## src/sv/table_driven_pwm_generator_top_assert.svh

```systemverilog
// ----------------------------------------------------------------------------
// Table-driven PWM generator assertion macros
// Shared concurrent assertion forms, sampled on clk and held off by rst_n.
// ----------------------------------------------------------------------------
`ifndef TABLE_DRIVEN_PWM_GENERATOR_TOP_ASSERT_SVH
`define TABLE_DRIVEN_PWM_GENERATOR_TOP_ASSERT_SVH

// same-cycle implication
`define TDPWM_ASSERT_NOW(label, ante, cons) \
    label: assert property (@(posedge clk) disable iff (!rst_n) (ante) |-> (cons)) \
        else $error("tdpwm: same-cycle check failed");

// next-cycle implication
`define TDPWM_ASSERT_NEXT(label, ante, cons) \
    label: assert property (@(posedge clk) disable iff (!rst_n) (ante) |=> (cons)) \
        else $error("tdpwm: next-cycle check failed");

`endif

```

## src/sv/tdpwm_pkg.sv

```systemverilog
// ----------------------------------------------------------------------------
// Table-driven PWM generator package
// Shared types, register codes and the fixed duty and reload tables.
// ----------------------------------------------------------------------------
package tdpwm_pkg;

    localparam int MODE_BITS     = 2;
    localparam int MODE_COUNT    = 4;
    localparam int BIN_BITS      = 4;
    localparam int BIN_COUNT     = 9;
    localparam int BOUND_COUNT   = 8;
    localparam int SCALE_BITS    = 10;
    localparam int PRESCALE_BITS = 4;
    localparam int TABLE_BITS    = 8;
    localparam int APB_ADDR_BITS = 3;
    localparam int APB_DATA_BITS = 32;
    localparam int REG_IDX_BITS  = 1;

    typedef enum logic [REG_IDX_BITS-1:0] {
        REG_FREQUENCY_MODE = 1'b0
    } reg_index_t;

    typedef logic [MODE_BITS-1:0] mode_t;
    typedef logic [BIN_BITS-1:0]  bin_t;

    typedef struct packed {
        logic pwm_level;
        logic overflow_toggle;
        logic overflow_event;
        bin_t duty_bin;
    } result_t;

    // last prescaler count of each mode: divide by 16, 8, 8, 2
    localparam logic [PRESCALE_BITS-1:0] PRESCALE_LAST [MODE_COUNT] =
        '{4'd15, 4'd7, 4'd7, 4'd1};

    // inclusive upper bounds of bins 0 to 7 on the 10-bit scale
    localparam logic [SCALE_BITS-1:0] BIN_UPPER [BOUND_COUNT] =
        '{10'd113, 10'd226, 10'd339, 10'd452, 10'd565, 10'd678, 10'd791, 10'd904};

    localparam logic [TABLE_BITS-1:0] RISE_TAB [MODE_COUNT][BIN_COUNT] = '{
        '{8'd13,  8'd33,  8'd53,  8'd83,  8'd103, 8'd123, 8'd153, 8'd173, 8'd193},
        '{8'd58,  8'd78,  8'd98,  8'd118, 8'd138, 8'd158, 8'd178, 8'd198, 8'd218},
        '{8'd135, 8'd145, 8'd155, 8'd170, 8'd185, 8'd200, 8'd215, 8'd225, 8'd235},
        '{8'd76,  8'd94,  8'd115, 8'd134, 8'd160, 8'd180, 8'd200, 8'd220, 8'd255}
    };

    localparam logic [TABLE_BITS-1:0] FALL_TAB [MODE_COUNT][BIN_COUNT] = '{
        '{8'd193, 8'd173, 8'd153, 8'd123, 8'd103, 8'd83,  8'd53,  8'd33,  8'd13},
        '{8'd218, 8'd198, 8'd178, 8'd158, 8'd138, 8'd118, 8'd98,  8'd78,  8'd58},
        '{8'd235, 8'd225, 8'd215, 8'd200, 8'd185, 8'd170, 8'd155, 8'd145, 8'd135},
        '{8'd255, 8'd220, 8'd200, 8'd180, 8'd154, 8'd134, 8'd115, 8'd94,  8'd76}
    };

endpackage

```

## src/sv/tdpwm_if.sv

```systemverilog
// ----------------------------------------------------------------------------
// Table-driven PWM generator channels
// Valid/ready channels for duty samples and for PWM results.
// ----------------------------------------------------------------------------
interface tdpwm_sample_if #(
    parameter int SAMPLE_BITS = 10
) ();
    logic                   valid;
    logic                   ready;
    logic [SAMPLE_BITS-1:0] duty_sample;

    modport source (output valid, output duty_sample, input ready);
    modport sink   (input valid, input duty_sample, output ready);
endinterface

interface tdpwm_result_if ();
    logic                  valid;
    logic                  ready;
    logic                  pwm_level;
    logic                  overflow_toggle;
    logic                  overflow_event;
    logic [tdpwm_pkg::BIN_BITS-1:0] duty_bin;

    modport source (output valid, output pwm_level, output overflow_toggle,
                    output overflow_event, output duty_bin, input ready);
    modport sink   (input valid, input pwm_level, input overflow_toggle,
                    input overflow_event, input duty_bin, output ready);
endinterface

```

## src/sv/tdpwm_cfg.sv

```systemverilog
// ----------------------------------------------------------------------------
// Table-driven PWM generator configuration registers
// APB-style register file holding the frequency mode.
// ----------------------------------------------------------------------------
module tdpwm_cfg (
    input  logic                                clk,
    input  logic                                rst_n,
    input  logic                                psel,
    input  logic                                penable,
    input  logic                                pwrite,
    input  logic [tdpwm_pkg::APB_ADDR_BITS-1:0] paddr,
    input  logic [tdpwm_pkg::APB_DATA_BITS-1:0] pwdata,
    output logic [tdpwm_pkg::APB_DATA_BITS-1:0] prdata,
    output logic                                pready,
    output tdpwm_pkg::mode_t                    mode
);

    tdpwm_pkg::reg_index_t reg_idx;
    tdpwm_pkg::mode_t      mode_reg;
    tdpwm_pkg::mode_t      mode_next;
    logic                  wr_en;

    assign reg_idx = tdpwm_pkg::reg_index_t'(paddr[tdpwm_pkg::APB_ADDR_BITS-1:2]);
    assign wr_en   = psel && penable && pwrite;
    assign pready  = 1'b1;
    assign mode    = mode_reg;

    always_comb
    begin
        mode_next = mode_reg;
        if (wr_en && (reg_idx == tdpwm_pkg::REG_FREQUENCY_MODE))
        begin
            mode_next = pwdata[tdpwm_pkg::MODE_BITS-1:0];
        end
    end

    always_comb
    begin
        prdata = '0;
        case (reg_idx)
            tdpwm_pkg::REG_FREQUENCY_MODE:
            begin
                prdata = tdpwm_pkg::APB_DATA_BITS'(mode_reg);
            end
            default:
            begin
                prdata = '0;
            end
        endcase
    end

    always_ff @(posedge clk or negedge rst_n)
    begin
        if (!rst_n)
        begin
            mode_reg <= '0;
        end
        else
        begin
            mode_reg <= mode_next;
        end
    end

endmodule

```

## src/sv/tdpwm_bin_map.sv

```systemverilog
// ----------------------------------------------------------------------------
// Table-driven PWM generator duty binning
// Scales a duty sample to 10 bits and maps it onto one of nine duty bins.
// ----------------------------------------------------------------------------
module tdpwm_bin_map #(
    parameter int SAMPLE_BITS = 10
) (
    input  logic [SAMPLE_BITS-1:0] duty_sample,
    output tdpwm_pkg::bin_t        duty_bin
);

    logic [tdpwm_pkg::SCALE_BITS-1:0] scaled;

    generate
        if (SAMPLE_BITS >= tdpwm_pkg::SCALE_BITS)
        begin : g_shift_down
            assign scaled = duty_sample[SAMPLE_BITS-1 -: tdpwm_pkg::SCALE_BITS];
        end
        else
        begin : g_shift_up
            assign scaled = {duty_sample, {(tdpwm_pkg::SCALE_BITS-SAMPLE_BITS){1'b0}}};
        end
    endgenerate

    // lowest bin whose upper bound covers the sample
    always_comb
    begin
        duty_bin = tdpwm_pkg::bin_t'(tdpwm_pkg::BOUND_COUNT);
        for (int k = tdpwm_pkg::BOUND_COUNT - 1; k >= 0; k--)
        begin
            if (scaled <= tdpwm_pkg::BIN_UPPER[k])
            begin
                duty_bin = tdpwm_pkg::bin_t'(k);
            end
        end
    end

endmodule

```

## src/sv/tdpwm_timer.sv

```systemverilog
// ----------------------------------------------------------------------------
// Table-driven PWM generator timer
// Prescaler, reloading up-counter and PWM/toggle line state for one tick.
// ----------------------------------------------------------------------------
`include "table_driven_pwm_generator_top_assert.svh"

module tdpwm_timer #(
    parameter int TIMER_BITS = 8
) (
    input  logic                clk,
    input  logic                rst_n,
    input  logic                step,
    input  tdpwm_pkg::mode_t    mode,
    input  tdpwm_pkg::bin_t     duty_bin,
    output tdpwm_pkg::result_t  result
);

    logic [tdpwm_pkg::PRESCALE_BITS-1:0] prescale_count_reg;
    logic [tdpwm_pkg::PRESCALE_BITS-1:0] prescale_count_next;
    logic [TIMER_BITS-1:0]               timer_count_reg;
    logic [TIMER_BITS-1:0]               timer_count_next;
    logic                                phase_flag_reg;
    logic                                phase_flag_next;
    logic                                pwm_line_reg;
    logic                                pwm_line_next;
    logic                                toggle_line_reg;
    logic                                toggle_line_next;
    logic                                prescale_end;
    logic                                timer_full;
    logic                                wrap;
    logic [TIMER_BITS-1:0]               rise_value;
    logic [TIMER_BITS-1:0]               fall_value;

    assign prescale_end = prescale_count_reg >= tdpwm_pkg::PRESCALE_LAST[mode];
    assign timer_full   = &timer_count_reg;
    assign wrap         = prescale_end && timer_full;
    assign rise_value   = TIMER_BITS'(tdpwm_pkg::RISE_TAB[mode][duty_bin]);
    assign fall_value   = TIMER_BITS'(tdpwm_pkg::FALL_TAB[mode][duty_bin]);

    always_comb
    begin
        prescale_count_next = prescale_count_reg + 1'b1;
        timer_count_next    = timer_count_reg;
        phase_flag_next     = phase_flag_reg;
        pwm_line_next       = pwm_line_reg;
        toggle_line_next    = toggle_line_reg;
        if (prescale_end)
        begin
            prescale_count_next = '0;
            if (timer_full)
            begin
                toggle_line_next = !toggle_line_reg;
                phase_flag_next  = !phase_flag_reg;
                // leave phase 0: drop line, load rising value; else raise, load falling
                if (!phase_flag_reg)
                begin
                    pwm_line_next    = 1'b0;
                    timer_count_next = rise_value;
                end
                else
                begin
                    pwm_line_next    = 1'b1;
                    timer_count_next = fall_value;
                end
            end
            else
            begin
                timer_count_next = timer_count_reg + 1'b1;
            end
        end
    end

    assign result.pwm_level       = pwm_line_next;
    assign result.overflow_toggle = toggle_line_next;
    assign result.overflow_event  = wrap;
    assign result.duty_bin        = duty_bin;

    always_ff @(posedge clk or negedge rst_n)
    begin
        if (!rst_n)
        begin
            prescale_count_reg <= '0;
            timer_count_reg    <= '0;
            phase_flag_reg     <= 1'b0;
            pwm_line_reg       <= 1'b0;
            toggle_line_reg    <= 1'b0;
        end
        else if (step)
        begin
            prescale_count_reg <= prescale_count_next;
            timer_count_reg    <= timer_count_next;
            phase_flag_reg     <= phase_flag_next;
            pwm_line_reg       <= pwm_line_next;
            toggle_line_reg    <= toggle_line_next;
        end
    end

    `TDPWM_ASSERT_NOW(a_phase_tracks_toggle, 1'b1, phase_flag_reg == toggle_line_reg)
    `TDPWM_ASSERT_NEXT(a_hold_without_step, !step,
        $stable(timer_count_reg) && $stable(prescale_count_reg) && $stable(pwm_line_reg))
    `TDPWM_ASSERT_NEXT(a_count_only_on_prescale_end, step && !prescale_end,
        timer_count_reg == $past(timer_count_reg))
    `TDPWM_ASSERT_NEXT(a_wrap_flips_lines, step && wrap,
        (toggle_line_reg != $past(toggle_line_reg)) && (pwm_line_reg == !phase_flag_reg))

endmodule

```

## src/sv/table_driven_pwm_generator_top.sv

```systemverilog
// ----------------------------------------------------------------------------
// Table-driven PWM generator
// Prescaled reloading timer that drives a PWM line from a duty-bin table.
// ----------------------------------------------------------------------------
// Each request is one instruction-clock tick carrying a duty sample; the block
// returns one result per request, one request per cycle sustained while the
// result channel is not stalled. A request passes an input register; the
// prescaler, counter, bin compare and table reload then settle combinationally
// into the result register. A stalled result register holds both stages; the
// input stage still takes a request while its own slot is free. Write the
// frequency mode (byte address 0) only while no request is in flight.
module table_driven_pwm_generator_top #(
    parameter int TIMER_BITS  = 8,
    parameter int SAMPLE_BITS = 10
) (
    input  logic                                clk,
    input  logic                                rst_n,
    tdpwm_sample_if.sink                        samples,
    tdpwm_result_if.source                      results,
    input  logic                                psel,
    input  logic                                penable,
    input  logic                                pwrite,
    input  logic [tdpwm_pkg::APB_ADDR_BITS-1:0] paddr,
    input  logic [tdpwm_pkg::APB_DATA_BITS-1:0] pwdata,
    output logic [tdpwm_pkg::APB_DATA_BITS-1:0] prdata,
    output logic                                pready
);

    logic                   in_valid_reg;
    logic                   in_valid_next;
    logic [SAMPLE_BITS-1:0] sample_reg;
    logic                   out_valid_reg;
    logic                   out_valid_next;
    tdpwm_pkg::result_t     out_reg;
    logic                   out_free;
    logic                   advance;
    tdpwm_pkg::mode_t       mode;
    tdpwm_pkg::bin_t        duty_bin;
    tdpwm_pkg::result_t     result;

    tdpwm_cfg u_cfg (
        .clk     (clk),
        .rst_n   (rst_n),
        .psel    (psel),
        .penable (penable),
        .pwrite  (pwrite),
        .paddr   (paddr),
        .pwdata  (pwdata),
        .prdata  (prdata),
        .pready  (pready),
        .mode    (mode)
    );

    tdpwm_bin_map #(
        .SAMPLE_BITS (SAMPLE_BITS)
    ) u_bin_map (
        .duty_sample (sample_reg),
        .duty_bin    (duty_bin)
    );

    tdpwm_timer #(
        .TIMER_BITS (TIMER_BITS)
    ) u_timer (
        .clk      (clk),
        .rst_n    (rst_n),
        .step     (advance),
        .mode     (mode),
        .duty_bin (duty_bin),
        .result   (result)
    );

    assign out_free      = !out_valid_reg || results.ready;
    assign advance       = in_valid_reg && out_free;
    assign samples.ready = !in_valid_reg || out_free;

    always_comb
    begin
        in_valid_next  = in_valid_reg;
        out_valid_next = out_valid_reg;
        if (samples.ready)
        begin
            in_valid_next = samples.valid;
        end
        if (out_free)
        begin
            out_valid_next = in_valid_reg;
        end
    end

    always_ff @(posedge clk or negedge rst_n)
    begin
        if (!rst_n)
        begin
            in_valid_reg  <= 1'b0;
            out_valid_reg <= 1'b0;
        end
        else
        begin
            in_valid_reg  <= in_valid_next;
            out_valid_reg <= out_valid_next;
        end
    end

    always_ff @(posedge clk)
    begin
        if (samples.valid && samples.ready)
        begin
            sample_reg <= samples.duty_sample;
        end
        if (advance)
        begin
            out_reg <= result;
        end
    end

    assign results.valid           = out_valid_reg;
    assign results.pwm_level       = out_reg.pwm_level;
    assign results.overflow_toggle = out_reg.overflow_toggle;
    assign results.overflow_event  = out_reg.overflow_event;
    assign results.duty_bin        = out_reg.duty_bin;

endmodule
```

## src/flat_wrapper.sv

```systemverilog
// flat-port wrapper written by rule: the top's interface ports become plain ports
module table_driven_pwm_generator_top_flat 
#(
    parameter int TIMER_BITS  = 8,
    parameter int SAMPLE_BITS = 10
)
  (clk, rst_n, psel, penable, pwrite, paddr, pwdata, prdata, pready, samples_valid, samples_duty_sample, samples_ready, results_valid, results_pwm_level, results_overflow_toggle, results_overflow_event, results_duty_bin, results_ready);
  tdpwm_sample_if #(.SAMPLE_BITS(SAMPLE_BITS)) samples_i ();
  tdpwm_result_if results_i ();
  input  logic clk;
  input  logic rst_n;
  input  logic psel;
  input  logic penable;
  input  logic pwrite;
  input  logic [tdpwm_pkg::APB_ADDR_BITS-1:0] paddr;
  input  logic [tdpwm_pkg::APB_DATA_BITS-1:0] pwdata;
  output logic [tdpwm_pkg::APB_DATA_BITS-1:0] prdata;
  output logic pready;
  input wire logic [$bits(samples_i.valid)-1:0] samples_valid;
  input wire logic [$bits(samples_i.duty_sample)-1:0] samples_duty_sample;
  output wire logic [$bits(samples_i.ready)-1:0] samples_ready;
  output wire logic [$bits(results_i.valid)-1:0] results_valid;
  output wire logic [$bits(results_i.pwm_level)-1:0] results_pwm_level;
  output wire logic [$bits(results_i.overflow_toggle)-1:0] results_overflow_toggle;
  output wire logic [$bits(results_i.overflow_event)-1:0] results_overflow_event;
  output wire logic [$bits(results_i.duty_bin)-1:0] results_duty_bin;
  input wire logic [$bits(results_i.ready)-1:0] results_ready;
  assign samples_i.valid = samples_valid;
  assign samples_i.duty_sample = samples_duty_sample;
  assign samples_ready = samples_i.ready;
  assign results_valid = results_i.valid;
  assign results_pwm_level = results_i.pwm_level;
  assign results_overflow_toggle = results_i.overflow_toggle;
  assign results_overflow_event = results_i.overflow_event;
  assign results_duty_bin = results_i.duty_bin;
  assign results_i.ready = results_ready;
  table_driven_pwm_generator_top #(.TIMER_BITS(TIMER_BITS), .SAMPLE_BITS(SAMPLE_BITS)) u_core (.clk(clk), .rst_n(rst_n), .samples(samples_i), .results(results_i), .psel(psel), .penable(penable), .pwrite(pwrite), .paddr(paddr), .pwdata(pwdata), .prdata(prdata), .pready(pready));
endmodule
```

## config.mk

```make
export PLATFORM = sky130hd
export DESIGN_NAME = table_driven_pwm_generator_top_flat
export DESIGN_NICKNAME = d
export VERILOG_FILES = /design/src/sv/tdpwm_pkg.sv /design/src/sv/tdpwm_if.sv /design/src/sv/tdpwm_cfg.sv /design/src/sv/tdpwm_bin_map.sv /design/src/sv/tdpwm_timer.sv /design/src/sv/table_driven_pwm_generator_top.sv /design/src/flat_wrapper.sv
export VERILOG_INCLUDE_DIRS = /design/src /design/src/sv
export SDC_FILE = /design/constraint.sdc
export NUM_CORES = 1
export LEC_CHECK = 0
export BUFFER_PORTS_ARGS = -buffer_cell sky130_fd_sc_hd__buf_2
export CAP_MARGIN = 0
export CELL_PAD_IN_SITES_DETAIL_PLACEMENT = 1
export CELL_PAD_IN_SITES_GLOBAL_PLACEMENT = 1
export CORE_MARGIN = 3
export CORE_UTILIZATION = 43
export CTS_BUF_LIST = sky130_fd_sc_hd__clkbuf_8
export CTS_CLUSTER_SIZE = 10
export DETAILED_ROUTE_END_ITERATION = 7
export GPL_ROUTABILITY_DRIVEN = 0
export PLACE_DENSITY = 0.89
export RECOVER_POWER = 100
export SYNTH_ARGS = -nofsm -noshare
export SYNTH_HDL_FRONTEND = slang
export SYNTH_SLANG_ARGS = --single-unit
```

## constraint.sdc

```tcl
create_clock -name clk -period 8.19 [get_ports clk]
set_input_delay 0.4095 -clock clk [delete_from_list [all_inputs] [get_ports clk]]
set_output_delay 0.4095 -clock clk [all_outputs]
set_load 0.1 [all_outputs]
```

# After elaboration in Yosys (flattened, before gate mapping)
# Index checks and enable logic that the tools add are counted.
# totals
in_bits	52
register_bits	36
# classes
order_cmp	11
addsub	2
n_bitwise	3
mux	32
reduce_logical	15
# ops
op	count
binary-select mux 72 bit (select 2 bit)	2
two-way mux 72 bit	4
binary-select mux 8 bit (select 4 bit)	2
two-way mux 8 bit	6
two-way mux 4 bit	11
less-or-equal comparator 10 bit, second input constant	4
less-or-equal comparator 10 x 9 -> 1 bit, second input constant	2
less-or-equal comparator 10 x 7 -> 1 bit, second input constant	1
less-or-equal comparator 10 x 8 -> 1 bit, second input constant	1
AND reduction 10 bit	1
adder 8 x 1 -> 8 bit, second input constant	1
binary-select mux 4 bit (select 2 bit)	1
AND reduction 8 bit	1
logical AND 1 bit	6
greater-or-equal comparator 5 bit, second input constant	1
two-way mux 1 bit	5
inverter 4 -> 5 bit	1
adder 4 x 1 -> 4 bit, second input constant	1
greater-or-equal comparator 4 bit	1
logical NOT 1 bit	4
greater-or-equal comparator 3 bit, second input constant	1
inverter 2 -> 3 bit	1
logical OR 1 bit	2
two-way mux 2 bit	1
other kinds (2)	2

# Longest topological paths before layout
# Gate-level depths: netlist of run 1.
# logic_depth
ltp_word	15
ltp_mapped	11
mapped_depth_nobuf	9

# Hierarchy
# From an unflattened synthesis of run 1, not the netlist that was laid out.
# unflattened
cells_unflattened	386
hier_area_um2	3420.8
# by_module_without_submodules
module	cells_each	instances	area_each_um2
tdpwm_timer	273	1	2117.0
table_driven_pwm_generator_top	25	1	614.3
tdpwm_cfg	40	1	361.6
tdpwm_bin_map	48	1	327.8

# Worst setup path after synthesis of run 1
# No wires, ideal clock.
# synth_path
path_type	reg-to-reg
startpoint	register u_core.out_valid_reg, in the netlist u_core.results.valid
endpoint	register u_core.sample_reg[0], enable pin
arrival_ns	2.543
path_stages_with_launch	3
required_time_ns	7.898
setup_slack_ns	5.356
synth_period_minus_slack_ns	2.834
n_path_buf	0
path_cell_list	dfrtp_1 nand3b_1 and2_1
# synth_via
elab_chain_len	4
# synth_rtl
item	line	text
start, declared	table_driven_pwm_generator_top.sv:32	logic out_valid_reg;
start signal, assigned	table_driven_pwm_generator_top.sv:100	out_valid_reg <= out_valid_next;
logical NOT 1 bit	table_driven_pwm_generator_top.sv:72	assign out_free = !out_valid_reg || results.ready;
logical OR 1 bit	table_driven_pwm_generator_top.sv:72	
logical OR 1 bit	table_driven_pwm_generator_top.sv:74	assign samples.ready = !in_valid_reg || out_free;
net samples_ready	flat_wrapper.sv:21	output wire logic [$bits(samples_i.ready)-1:0] samples_ready;
logical AND 1 bit	table_driven_pwm_generator_top.sv:106	if (samples.valid && samples.ready)
end signal, assigned	table_driven_pwm_generator_top.sv:108	sample_reg <= samples.duty_sample;
end, declared	table_driven_pwm_generator_top.sv:31	logic [SAMPLE_BITS-1:0] sample_reg;
# The timed path passes the listed nets, and every way through them passes these cells.
# A chain may end at the register's enable or synchronous reset.

# Final worst setup path of run 1
# layout_path
startpoint	register u_core.sample_reg[3]
endpoint	register u_core.u_timer.timer_count_reg[4]
# layout_via
elab_chain_len	15
word_cells_on_any_way	25
# layout_rtl
item	line	text
less-or-equal comparator 10 bit	tdpwm_bin_map.sv:31	if (scaled <= tdpwm_pkg::BIN_UPPER[k])
two-way mux 4 bit (7 in series)	tdpwm_bin_map.sv:31	
two-way mux 4 bit *	tdpwm_bin_map.sv:31	
inverter 4 -> 5 bit (implied by the code) *	tdpwm_timer.sv:37, tdpwm_timer.sv:38	
binary-select mux 8 bit (select 4 bit) (on tied branches)	tdpwm_timer.sv:37, tdpwm_timer.sv:38	
two-way mux 8 bit (on tied branches) (2 in series)	tdpwm_timer.sv:37, tdpwm_timer.sv:38	
two-way mux 8 bit *	tdpwm_timer.sv:55	if (!phase_flag_reg)
two-way mux 8 bit *	tdpwm_timer.sv:50	if (timer_full)
end signal, assigned	tdpwm_timer.sv:91	timer_count_reg <= timer_count_next;
end, declared	tdpwm_timer.sv:20	logic [TIMER_BITS-1:0] timer_count_reg;
# Mark *: on every way between the ends. The rest lies on a longest branch, timed or not. The select of a mux whose other input is x is not followed.

==> impl_metrics.json, run 1 <==
{
  "detailedRoute.firstIterationViolations": 590,
  "crit_path_arrival_time_ns": 4.90,
  "worst_skew_pair.late_latency_ns": 0.29,
  "dp_cells": 483,
  "start_util_pct": 44.67,
  "synth_ff_type": "dfrtp_1",
  "root_buffer": "clkbuf_8",
  "crit_type": "reg -> reg",
  "post_synthesis_async_set_or_reset_flop_share_pct": 52.78,
  "avgRoutedWirePerCell_um": 21.20,
  "timing.reg2reg.setup_slack_ns": 3.44,
  "clock_power_share_pct": 20.2,
  "setup_repair_after_global_routing_missed_its_margin": "no",
  "vdd_ir_drop_max_v": 0.00008977,
  "standby_leakage_power_uw": 0.001375,
  "reg2reg_from": "u_core.sample_reg[3]",
  "yosys_warnings": 0,
  "hp-class": "in -> reg",
  "layout.filler_cells": 885,
  "r2r_end": "u_core.u_timer.timer_count_reg[4]",
  "slew_violations": 16,
  "maxCapViolations": 1,
  "seq_area_frac_synth_pct": 30.11,
  "synth-seq-cells": 36,
  "cts_setup_buffers": 0,
  "critical_path.startpoint": "u_core.sample_reg[3]",
  "io_buffer_count": 30,
  "setup_viol_count_final": 0,
  "cts-buffers-inserted": 5,
  "final_routed_wirelength_across_all_metal_layers_mm": 10.41,
  "drcViolationCount": 0,
  "cts_sinks": 36,
  "grt_pass1_vias": 3242,
  "nets": 456,
  "r2r_cells": 8,
  "cts_tree": "built",
  "number_of_enable_type_register_cells_in_the_synthesized_netlist": 17,
  "floorplan.die.width_um": 93.27,
  "powerDensity_mw_per_mm2": 230.0,
  "top_level_ports": 94,
  "critPathMaxStageDelay_ns": 1.05,
  "fp_rows": 31,
  "status": "finished, violations left",
  "htreeDepth": 2,
  "yosysUniqueCellTypes": 78,
  "timing.critical_path.to": "u_core.u_timer.timer_count_reg[4]",
  "syn-cell-area_mm2": 0.003274,
  "wire_length_of_the_first_global_routing_pass_mm": 16.79,
  "max_slew_margin_pct": -36.51,
  "final_cell_mix": "conb_1 (31), nand2_1 (27), o21ai_0 (22), a21oi_1 (22)",
  "antenna_left": 0,
  "crit_chain": "a2111oi_2, nor4_1, a21oi_1, o21ai_0, ha_1, nor2_1, a2111oi_0, o41ai_1",
  "tightestPinTransition_ns": 2.026,
  "finalSetupTns_ns": 0,
  "internal_power_uw": 401.9,
  "core_area_mm2": 0.007331,
  "max_reg_flops": 10,
  "instances_no_fill": 491,
  "switchingPower_uw": 374.4,
  "crit_required_ns": 8.34,
  "die_area_mm2": 0.008698,
  "fmax_mhz": 210.5,
  "post-route-min-period_ns": 4.750,
  "critical_path.startpoint_type": "register",
  "layout_cells_sized_above_1_pct": 9.694,
  "antenna_found_initial": 0,
  "final_common_cell": "conb_1",
  "violations_in_the_final_reports": "capacitance limit, slew limit",
  "timing.critical_path.slowest_stage_cell": "o21ai_0",
  "combinational_cell_fraction_of_total_power_pct": 46.8,
  "dp_hpwl_mm": 7.405,
  "hold_violations": 0,
  "syn-instance-count": 378,
  "clock-skew-final_ns": 0.003578,
  "die_height_um": 93.27,
  "cts.reportedPaths.clkPinSlew_ns": 0.08,
  "synth_to_layout_area_growth_pct": 3.057,
  "gr-total-overflow": 0,
  "cts_hold_buf": 0,
  "endpoint_kind": "register",
  "num_vias": 3265,
  "period_share_pct": 57.99,
  "drt_first_pass_iters": 6,
  "antenna_cells_inserted": 0,
  "synth_area_per_cell_um2": 8.662,
  "grt_max_degree": 20,
  "power_frac_seq_pct": 33.0,
  "number_of_gates_resized_after_cts": 0,
  "drt_via_density": 6.650,
  "worst-path-max-fanout": 15,
  "clk_path_buf_depth": 2,
  "switching_share_pct": 48.23,
  "grtUsageTotal_pct": 24.40
}
synthesized netlist by cell type (3+ instances only):
| master | count | area (um^2) |
|---|---|---|
| o221ai_1 | 3 | 26.28 |
| nor4_1 | 4 | 25.02 |
| a21o_1 | 4 | 30.03 |
| buf_4 | 32 | 240.2 |
| inv_1 | 11 | 41.29 |
| a31oi_1 | 5 | 31.28 |
| o41ai_1 | 4 | 35.03 |
| and2_1 | 3 | 18.77 |
| nand2_1 | 27 | 101.4 |
| o2111ai_1 | 3 | 26.28 |
| nor3_1 | 13 | 65.06 |
| o22ai_1 | 4 | 25.02 |
| o311a_1 | 3 | 30.03 |
| o211a_1 | 4 | 40.04 |
| mux2_2 | 3 | 33.78 |
| mux2i_1 | 3 | 30.03 |
| buf_2 | 9 | 45.04 |
| a31o_2 | 3 | 26.28 |
| xor2_1 | 3 | 26.28 |
| ha_1 | 13 | 162.7 |
| a22oi_1 | 3 | 22.52 |
| clkbuf_1 | 6 | 22.52 |
| nand3_1 | 16 | 80.08 |
| xnor2_1 | 3 | 26.28 |
| o21ai_0 | 21 | 105.1 |
| o31ai_1 | 8 | 60.06 |
| a21oi_1 | 21 | 105.1 |
| a221oi_1 | 5 | 43.79 |
| nor2_1 | 19 | 71.32 |
| edfxtp_1 | 17 | 510.5 |
| o211ai_1 | 8 | 60.06 |
| nand2b_1 | 6 | 37.54 |
| o21a_1 | 4 | 30.03 |
| a211oi_1 | 4 | 30.03 |
| buf_1 | 4 | 15.01 |
| nand4_1 | 7 | 43.79 |
| dfrtp_1 | 19 | 475.5 |
| and4_1 | 3 | 26.28 |
routing by layer:
metal	global-route usage, %	routed length [um]
met1	31.06	4015
met2	40.44	5063
met3	4.425	954
met4	10.38	374
met5	0	0
cells by family after synthesis:
family | synth area share, %
AND/OR/NAND/NOR | 17.88
buffers and inverters | 12.23
other | 0.2294
adder cells (fa/ha/maj) | 4.968
XOR/XNOR | 1.605
flip-flops | 30.11
AO/OA/AOI/OAI | 30.23
multiplexers | 2.751
metrics by stage:
step | worst slack [ns] | cell area [um^2] | power (uW) | hold slack, ns | utilization (%)
floorplan | 5.356 | 3383 | 546.1 | 0.1139 | -
global placement | 4.608 | 3312 | 602.9 | 0.3798 | 45.18
detailed placement | 4.457 | 3312 | 615.9 | 0.3917 | 45.18
CTS | 4.401 | 3420 | 771.7 | 0.08230 | 46.65
global route | 3.007 | 3374 | 817.5 | 0.2801 | 46.03
finish | 3.440 | 3374 | 776.2 | 0.2866 | 46.03
critical path: cells and delay by family (launching register included):
family,cells,cell delay [ns]
adder cells (fa/ha/maj),1,0.63
AO/OA/AOI/OAI,5,3.26
AND/OR/NAND/NOR,2,0.18
flip-flops,1,0.53
worst min-delay path by stage:
stage                     depth (start not counted)  slack, ns                    from                             end
after floorplan                                   0       0.11                   rst_n             u_core.in_valid_reg
after global placement                            1       0.38                   rst_n   u_core.u_timer.phase_flag_reg
after detailed placement                          1       0.39                   rst_n   u_core.u_timer.phase_flag_reg
after CTS                                         1       0.08                   rst_n  u_core.u_timer.toggle_line_reg
after global routing                              1       0.28  samples_duty_sample[9]            u_core.sample_reg[9]
final                                             1       0.29  samples_duty_sample[4]            u_core.sample_reg[4]
power groups by stage:
stage / registers [uW] / logic, uW / clock network [uW]
5_1_grt: 262 / 390 / 166
4_1_cts: 255 / 359 / 158
3_5_place_dp: 258 / 358 / 0
6_report: 256 / 364 / 157
3_3_place_gp: 256 / 347 / 0
2_1_floorplan: 262 / 284 / 0
area by class of cell:
class	count	area, um^2	share of cell area (%)
multi-input cells	304	1967	58.29
flip-flops and latches	36	985.9	29.22
repair buffers	30	135.1	4.004
well taps	99	123.9	3.671
clock buffers	5	68.82	2.039
inverters	14	55.05	1.631
clock inverters	3	38.79	1.149
Power figures use the tool's default switching activity.
==> run 2: changes to the inputs <==
--- a/config.mk
+++ b/config.mk
@@ -11,12 +11,12 @@
 export CELL_PAD_IN_SITES_DETAIL_PLACEMENT = 1
 export CELL_PAD_IN_SITES_GLOBAL_PLACEMENT = 1
 export CORE_MARGIN = 3
-export CORE_UTILIZATION = 43
+export CORE_UTILIZATION = 36
 export CTS_BUF_LIST = sky130_fd_sc_hd__clkbuf_8
 export CTS_CLUSTER_SIZE = 10
 export DETAILED_ROUTE_END_ITERATION = 7
 export GPL_ROUTABILITY_DRIVEN = 0
-export PLACE_DENSITY = 0.89
+export PLACE_DENSITY = 0.8
 export RECOVER_POWER = 100
 export SYNTH_ARGS = -nofsm -noshare
 export SYNTH_HDL_FRONTEND = slang
==> constraint.sdc (replaced) <==
create_clock -name clk -period 4 [get_ports clk]
set_input_delay 0.2 -clock clk [delete_from_list [all_inputs] [get_ports clk]]
set_output_delay 0.2 -clock clk [all_outputs]
set_load 0.1 [all_outputs]
==> impl_metrics.json, run 2 (synthesis gave the netlist of run 1 again) <==
{
  "dp_cells": 504,
  "cpMostUsedCell": "o311a_1",
  "worst-path-max-fanout": 17,
  "max_slew_margin_pct": 21.69,
  "hold_slack_ns": 0.07708,
  "worst_skew_pair.late_latency_ns": 0.31,
  "powerDensity_mw_per_mm2": 452.7,
  "vdd_ir_drop_max_v": 0.0001687,
  "grt_pass1_vias": 3062,
  "synth_to_layout_area_growth_pct": 6.267,
  "standby_leakage_power_uw": 0.001413,
  "die_area_mm2": 0.01028,
  "switchingPower_uw": 791.6,
  "setup_repair_after_global_routing_missed_its_margin": "no",
  "antenna_left": 0,
  "status": "finished, final reports clean",
  "num_vias": 3246,
  "setup_viol_count_final": 0,
  "cts-buffers-inserted": 5,
  "fmax_mhz": 294.6,
  "dp_hpwl_mm": 7.530,
  "antenna_cells_inserted": 0,
  "combinational_cell_fraction_of_total_power_pct": 50.6,
  "clk_path_buf_depth": 2,
  "grt_max_degree": 20,
  "detailedRoute.firstIterationViolations": 415,
  "critical_path.startpoint_type": "register",
  "start_util_pct": 37.36,
  "cts_setup_buffers": 0,
  "power_frac_seq_pct": 32.1,
  "period_share_pct": 84.85,
  "cts_sinks": 36,
  "io_buffer_count": 30,
  "endpoint_kind": "register",
  "tightestPinTransition_ns": 1.180,
  "wire_length_of_the_first_global_routing_pass_mm": 16.33,
  "clock-skew-final_ns": 0.01674,
  "drcViolationCount": 0,
  "drt_via_density": 6.327,
  "internal_power_uw": 783.7,
  "avgRoutedWirePerCell_um": 20.30,
  "timing.critical_path.slowest_stage_cell": "edfxtp_1",
  "instances_no_fill": 513,
  "hp-class": "in -> reg",
  "crit_required_ns": 4.17,
  "critPathTopFamily": "compound AO/OA/AOI/OAI gates",
  "cp.buffers_inverters": 1,
  "crit_path_arrival_time_ns": 3.56,
  "grtUsageTotal_pct": 20.15,
  "finalSetupTns_ns": 0,
  "slew_violations": 0,
  "gr-total-overflow": 0,
  "cts_tree": "built",
  "core_area_mm2": 0.008763,
  "final_util_pct": 39.71,
  "clock_power_share_pct": 17.3,
  "final_common_cell": "conb_1",
  "dp_worst_setup_slack_ns": 0.8670,
  "drt_first_pass_iters": 7,
  "post-route-min-period_ns": 3.394,
  "crit_type": "reg -> reg",
  "layout.filler_cells": 1087,
  "nets": 469,
  "root_buffer": "clkbuf_8",
  "layout_cells_sized_above_1_pct": 12.35,
  "final_routed_wirelength_across_all_metal_layers_mm": 10.41,
  "max_reg_flops": 10,
  "antenna_found_initial": 0,
  "maxCapViolations": 0,
  "htreeDepth": 2,
  "switching_share_pct": 50.25,
  "top_level_ports": 94,
  "number_of_gates_resized_after_cts": 0,
  "crit_chain": "o311a_1, o21bai_2, inv_1, nor3_4, nor3_1, o311a_1, nor4_1, o41ai_1",
  "critPathMaxStageDelay_ns": 0.50,
  "cts.reportedPaths.clkPinSlew_ns": 0.08,
  "hold_violations": 0,
  "floorplan.die.width_um": 101.4,
  "fp_rows": 34,
  "postLayoutSetupSlackWorst_ns": 0.6060,
  "die_height_um": 101.4,
  "final_cell_mix": "conb_1 (31), nand2_1 (27), o21ai_0 (21), a21oi_1 (21)"
}
## run 2: worst paths after layout
kind	end	from	cells after the start	slack (ns)
setup / recovery	u_core.u_timer.timer_count_reg[1]	u_core.sample_reg[1]	8	0.61
hold reg to reg	u_core.results.valid	u_core.in_valid_reg	1	0.49
max in group asynchronous	u_core.in_valid_reg	rst_n	2	2.66
setup reg to reg	u_core.u_timer.timer_count_reg[1]	u_core.sample_reg[1]	8	0.61
hold / removal	u_core.sample_reg[0]	samples_duty_sample[0]	1	0.08
min in group asynchronous	u_core.u_cfg.mode[0]	rst_n	2	0.64
## run 2: repair_timing
action                                  CTS  global route
hold buffers                              1             0
endpoints found under the hold margin    19             0
endpoints found under the setup margin    0             0
## run 2: per-layer routing
layer | GRT usage (%) | vias to the layer above | share of wire, %
met5 | 0 | - | 0
met4 | 7.464 | 0 | 3.7
met3 | 3.444 | 52 | 8.3
met2 | 32.70 | 197 | 47
met1 | 26.90 | 1554 | 41
li1 | - | 1443 | -
## run 2: final cells by class
cell class / instances / area [um^2] / area share (%)
clock inverter: 3 / 15.01 / 0.4315
tap: 108 / 135.1 / 3.884
inverter: 14 / 55.05 / 1.582
clock buffer: 5 / 68.82 / 1.978
multi-input combinational: 304 / 1996 / 57.35
timing repair buffer: 43 / 224.0 / 6.437
sequential: 36 / 985.9 / 28.34
## run 2: stage by stage
step / power [uW] / area, um^2
global route: 1653 / 3480
finish: 1575 / 3480
detailed placement: 1302 / 3413
floorplan: 1118 / 3383
global placement: 1275 / 3413
CTS: 1572 / 3507
## run 2: power groups by stage
stage	Sequential, uW	Clock [uW]	Combinational (uW)
after floorplan	536	0	582
after detailed placement	513	0	789
final	506	272	797
after CTS	506	273	794
after global routing	516	288	850
after global placement	509	0	766
==> run 3: changes to the inputs <==
--- a/config.mk
+++ b/config.mk
@@ -11,12 +11,12 @@
 export CELL_PAD_IN_SITES_DETAIL_PLACEMENT = 1
 export CELL_PAD_IN_SITES_GLOBAL_PLACEMENT = 1
 export CORE_MARGIN = 3
-export CORE_UTILIZATION = 36
+export CORE_UTILIZATION = 40
 export CTS_BUF_LIST = sky130_fd_sc_hd__clkbuf_8
 export CTS_CLUSTER_SIZE = 10
 export DETAILED_ROUTE_END_ITERATION = 7
 export GPL_ROUTABILITY_DRIVEN = 0
-export PLACE_DENSITY = 0.8
+export PLACE_DENSITY = 0.84
 export RECOVER_POWER = 100
 export SYNTH_ARGS = -nofsm -noshare
 export SYNTH_HDL_FRONTEND = slang
==> constraint.sdc (replaced) <==
create_clock -name clk -period 3.2 [get_ports clk]
set_input_delay 0.16 -clock clk [delete_from_list [all_inputs] [get_ports clk]]
set_output_delay 0.16 -clock clk [all_outputs]
set_load 0.1 [all_outputs]
==> impl_metrics.json, run 3 (synthesis gave the netlist of run 1 again) <==
{
  "antenna_found_initial": 0,
  "r2r_end": "u_core.u_timer.timer_count_reg[4]",
  "wire_length_of_the_first_global_routing_pass_mm": 17.06,
  "clk_path_buf_depth": 2,
  "clock-skew-final_ns": 0.005844,
  "worst-path-max-fanout": 9,
  "avgRoutedWirePerCell_um": 20.34,
  "setup_viol_count_final": 0,
  "drcViolationCount": 0,
  "top_level_ports": 94,
  "max_slew_margin_pct": 22.26,
  "final_common_cell": "conb_1",
  "post-route-min-period_ns": 2.972,
  "antenna_cells_inserted": 0,
  "dp_worst_setup_slack_ns": 0.3229,
  "maxCapViolations": 0,
  "die_area_mm2": 0.009307,
  "timing.reg2reg.setup_slack_ns": 0.23,
  "drt_first_pass_iters": 6,
  "max_reg_flops": 10,
  "critical_path.startpoint_type": "register",
  "final_cell_mix": "conb_1 (31), buf_4 (28), nand2_1 (27)",
  "wl_met3_um": 877,
  "setup_repair_after_global_routing_missed_its_margin": "no",
  "period_share_pct": 92.87,
  "cts_setup_buffers": 0,
  "r2r_cells": 8,
  "io_buffer_count": 30,
  "vdd_ir_drop_max_v": 0.0001843,
  "finalSetupTns_ns": 0,
  "critPathMaxStageDelay_ns": 0.54,
  "crit_chain": "a2111oi_0, nor4_2, o31a_1, o21ai_4, inv_4, mux2_1, a2111oi_2, o41ai_1",
  "detailedRoute.firstIterationViolations": 416,
  "crit_required_ns": 3.37,
  "final_routed_wirelength_across_all_metal_layers_mm": 10.70,
  "synth_to_layout_area_growth_pct": 10.62,
  "crit_path_arrival_time_ns": 3.14,
  "timing.critical_path.to": "u_core.u_timer.timer_count_reg[4]",
  "status": "finished, final reports clean",
  "reg2reg_from": "u_core.sample_reg[4]",
  "die_height_um": 96.48,
  "gr-total-overflow": 0,
  "layout_cells_sized_above_1_pct": 16.75,
  "core_area_mm2": 0.007848,
  "wl_met2_mm": 5.091,
  "htreeDepth": 2,
  "cts_sinks": 36,
  "worst_skew_pair.late_latency_ns": 0.29,
  "grtUsageTotal_pct": 23.54,
  "postLayoutSetupSlackWorst_ns": 0.2282,
  "standby_leakage_power_uw": 0.001516,
  "crit_type": "reg -> reg",
  "powerDensity_mw_per_mm2": 559.4,
  "grt_max_degree": 20,
  "slew_violations": 0,
  "antenna_left": 0,
  "dp_hpwl_mm": 7.878,
  "num_vias": 3316,
  "root_buffer": "clkbuf_8",
  "endpoint_kind": "register",
  "cts-buffers-inserted": 5,
  "tightestPinTransition_ns": 1.171,
  "hp-class": "in -> reg",
  "start_util_pct": 41.73,
  "cts.reportedPaths.clkPinSlew_ns": 0.08,
  "fmax_mhz": 336.5,
  "hold_violations": 0,
  "dp_cells": 517,
  "drt_via_density": 6.304,
  "critical_path.startpoint": "u_core.sample_reg[4]",
  "fp_rows": 32,
  "cts_tree": "built",
  "routedLengthMet1_mm": 4.458,
  "timing.critical_path.slowest_stage_cell": "a2111oi_0",
  "floorplan.die.width_um": 96.48,
  "nets": 488,
  "grt_pass1_vias": 3279,
  "instances_no_fill": 526,
  "highest_layer": "met4"
}
[run 3: changes by cell type in the layout (fill, tap and decap cells not counted)]
cell	previous run	this run
buf_4	9	28
inv_1	13	12
buf_2	18	19
clkinv_1	2	1
clkbuf_1	15	14
o21bai_2	1	0
inv_2	0	1
o21ai_1	2	3
o21ai_0	21	20
o21bai_1	1	2
clkbuf_8	5	6
[run 3: through the flow]
step           utilization, %  total power (uW)  cell area [um^2]  hold WS [ns]
6_report                46.16              2026              3622       0.03778
5_1_grt                 46.16              2135              3622       0.03320
4_1_cts                 46.54              2025              3652       0.03310
3_5_place_dp            45.22              1667              3548        0.1447
3_3_place_gp            45.22              1629              3548        0.1309
2_1_floorplan               -              1398              3383       -0.1356
[run 3: worst min-delay path by stage]
stage                      startpoint                        endpoint  slack (ns)  cells after the start
2_1_floorplan                   rst_n             u_core.in_valid_reg       -0.14                      0
3_3_place_gp                    rst_n  u_core.u_timer.toggle_line_reg        0.13                      1
3_5_place_dp                    rst_n  u_core.u_timer.toggle_line_reg        0.14                      1
4_1_cts        samples_duty_sample[1]            u_core.sample_reg[1]        0.03                      1
5_1_grt        samples_duty_sample[6]            u_core.sample_reg[6]        0.03                      1
6_report       samples_duty_sample[7]            u_core.sample_reg[7]        0.04                      1
[run 3: power breakdown]
part	switching (uW)	total, uW	internal (uW)	leakage [uW]
registers	85.8	641	555	0.000411
clock network	176	348	172	0.0000486
logic	730	1040	307	0.00106
[run 3: worst max-delay path, delay by kind of cell (launching register included)]
family | cells | cell delay [ns]
compound gates | 5 | 1.72
flops | 1 | 0.53
mux | 1 | 0.35
simple gates | 1 | 0.15
buf+inv | 1 | 0.09
[run 3: routing by layer]
metal | global-route usage, % | vias to the layer above
met4 | 6.659 | 0
met3 | 3.331 | 35
met2 | 39.08 | 197
met5 | 0 | -
li1 | - | 1489
met1 | 31.91 | 1595
[run 3: repair_timing]
| action | 4_1_cts | 5_1_grt |
|---|---|---|
| gates resized for setup | 0 | 1 |
| setup endpoints to repair | 0 | 1 |
| hold buffers | 1 | 0 |
| endpoints found under the hold margin | 19 | 0 |
[run 3: final cells by class]
type,count,area [um^2]
fill,973,4225
multi-input combinational,304,1992
sequential,36,985.9
timing repair buffer,62,367.9
tap,102,127.6
clock buffer,6,82.58
inverter,14,55.05
clock inverter,2,11.26
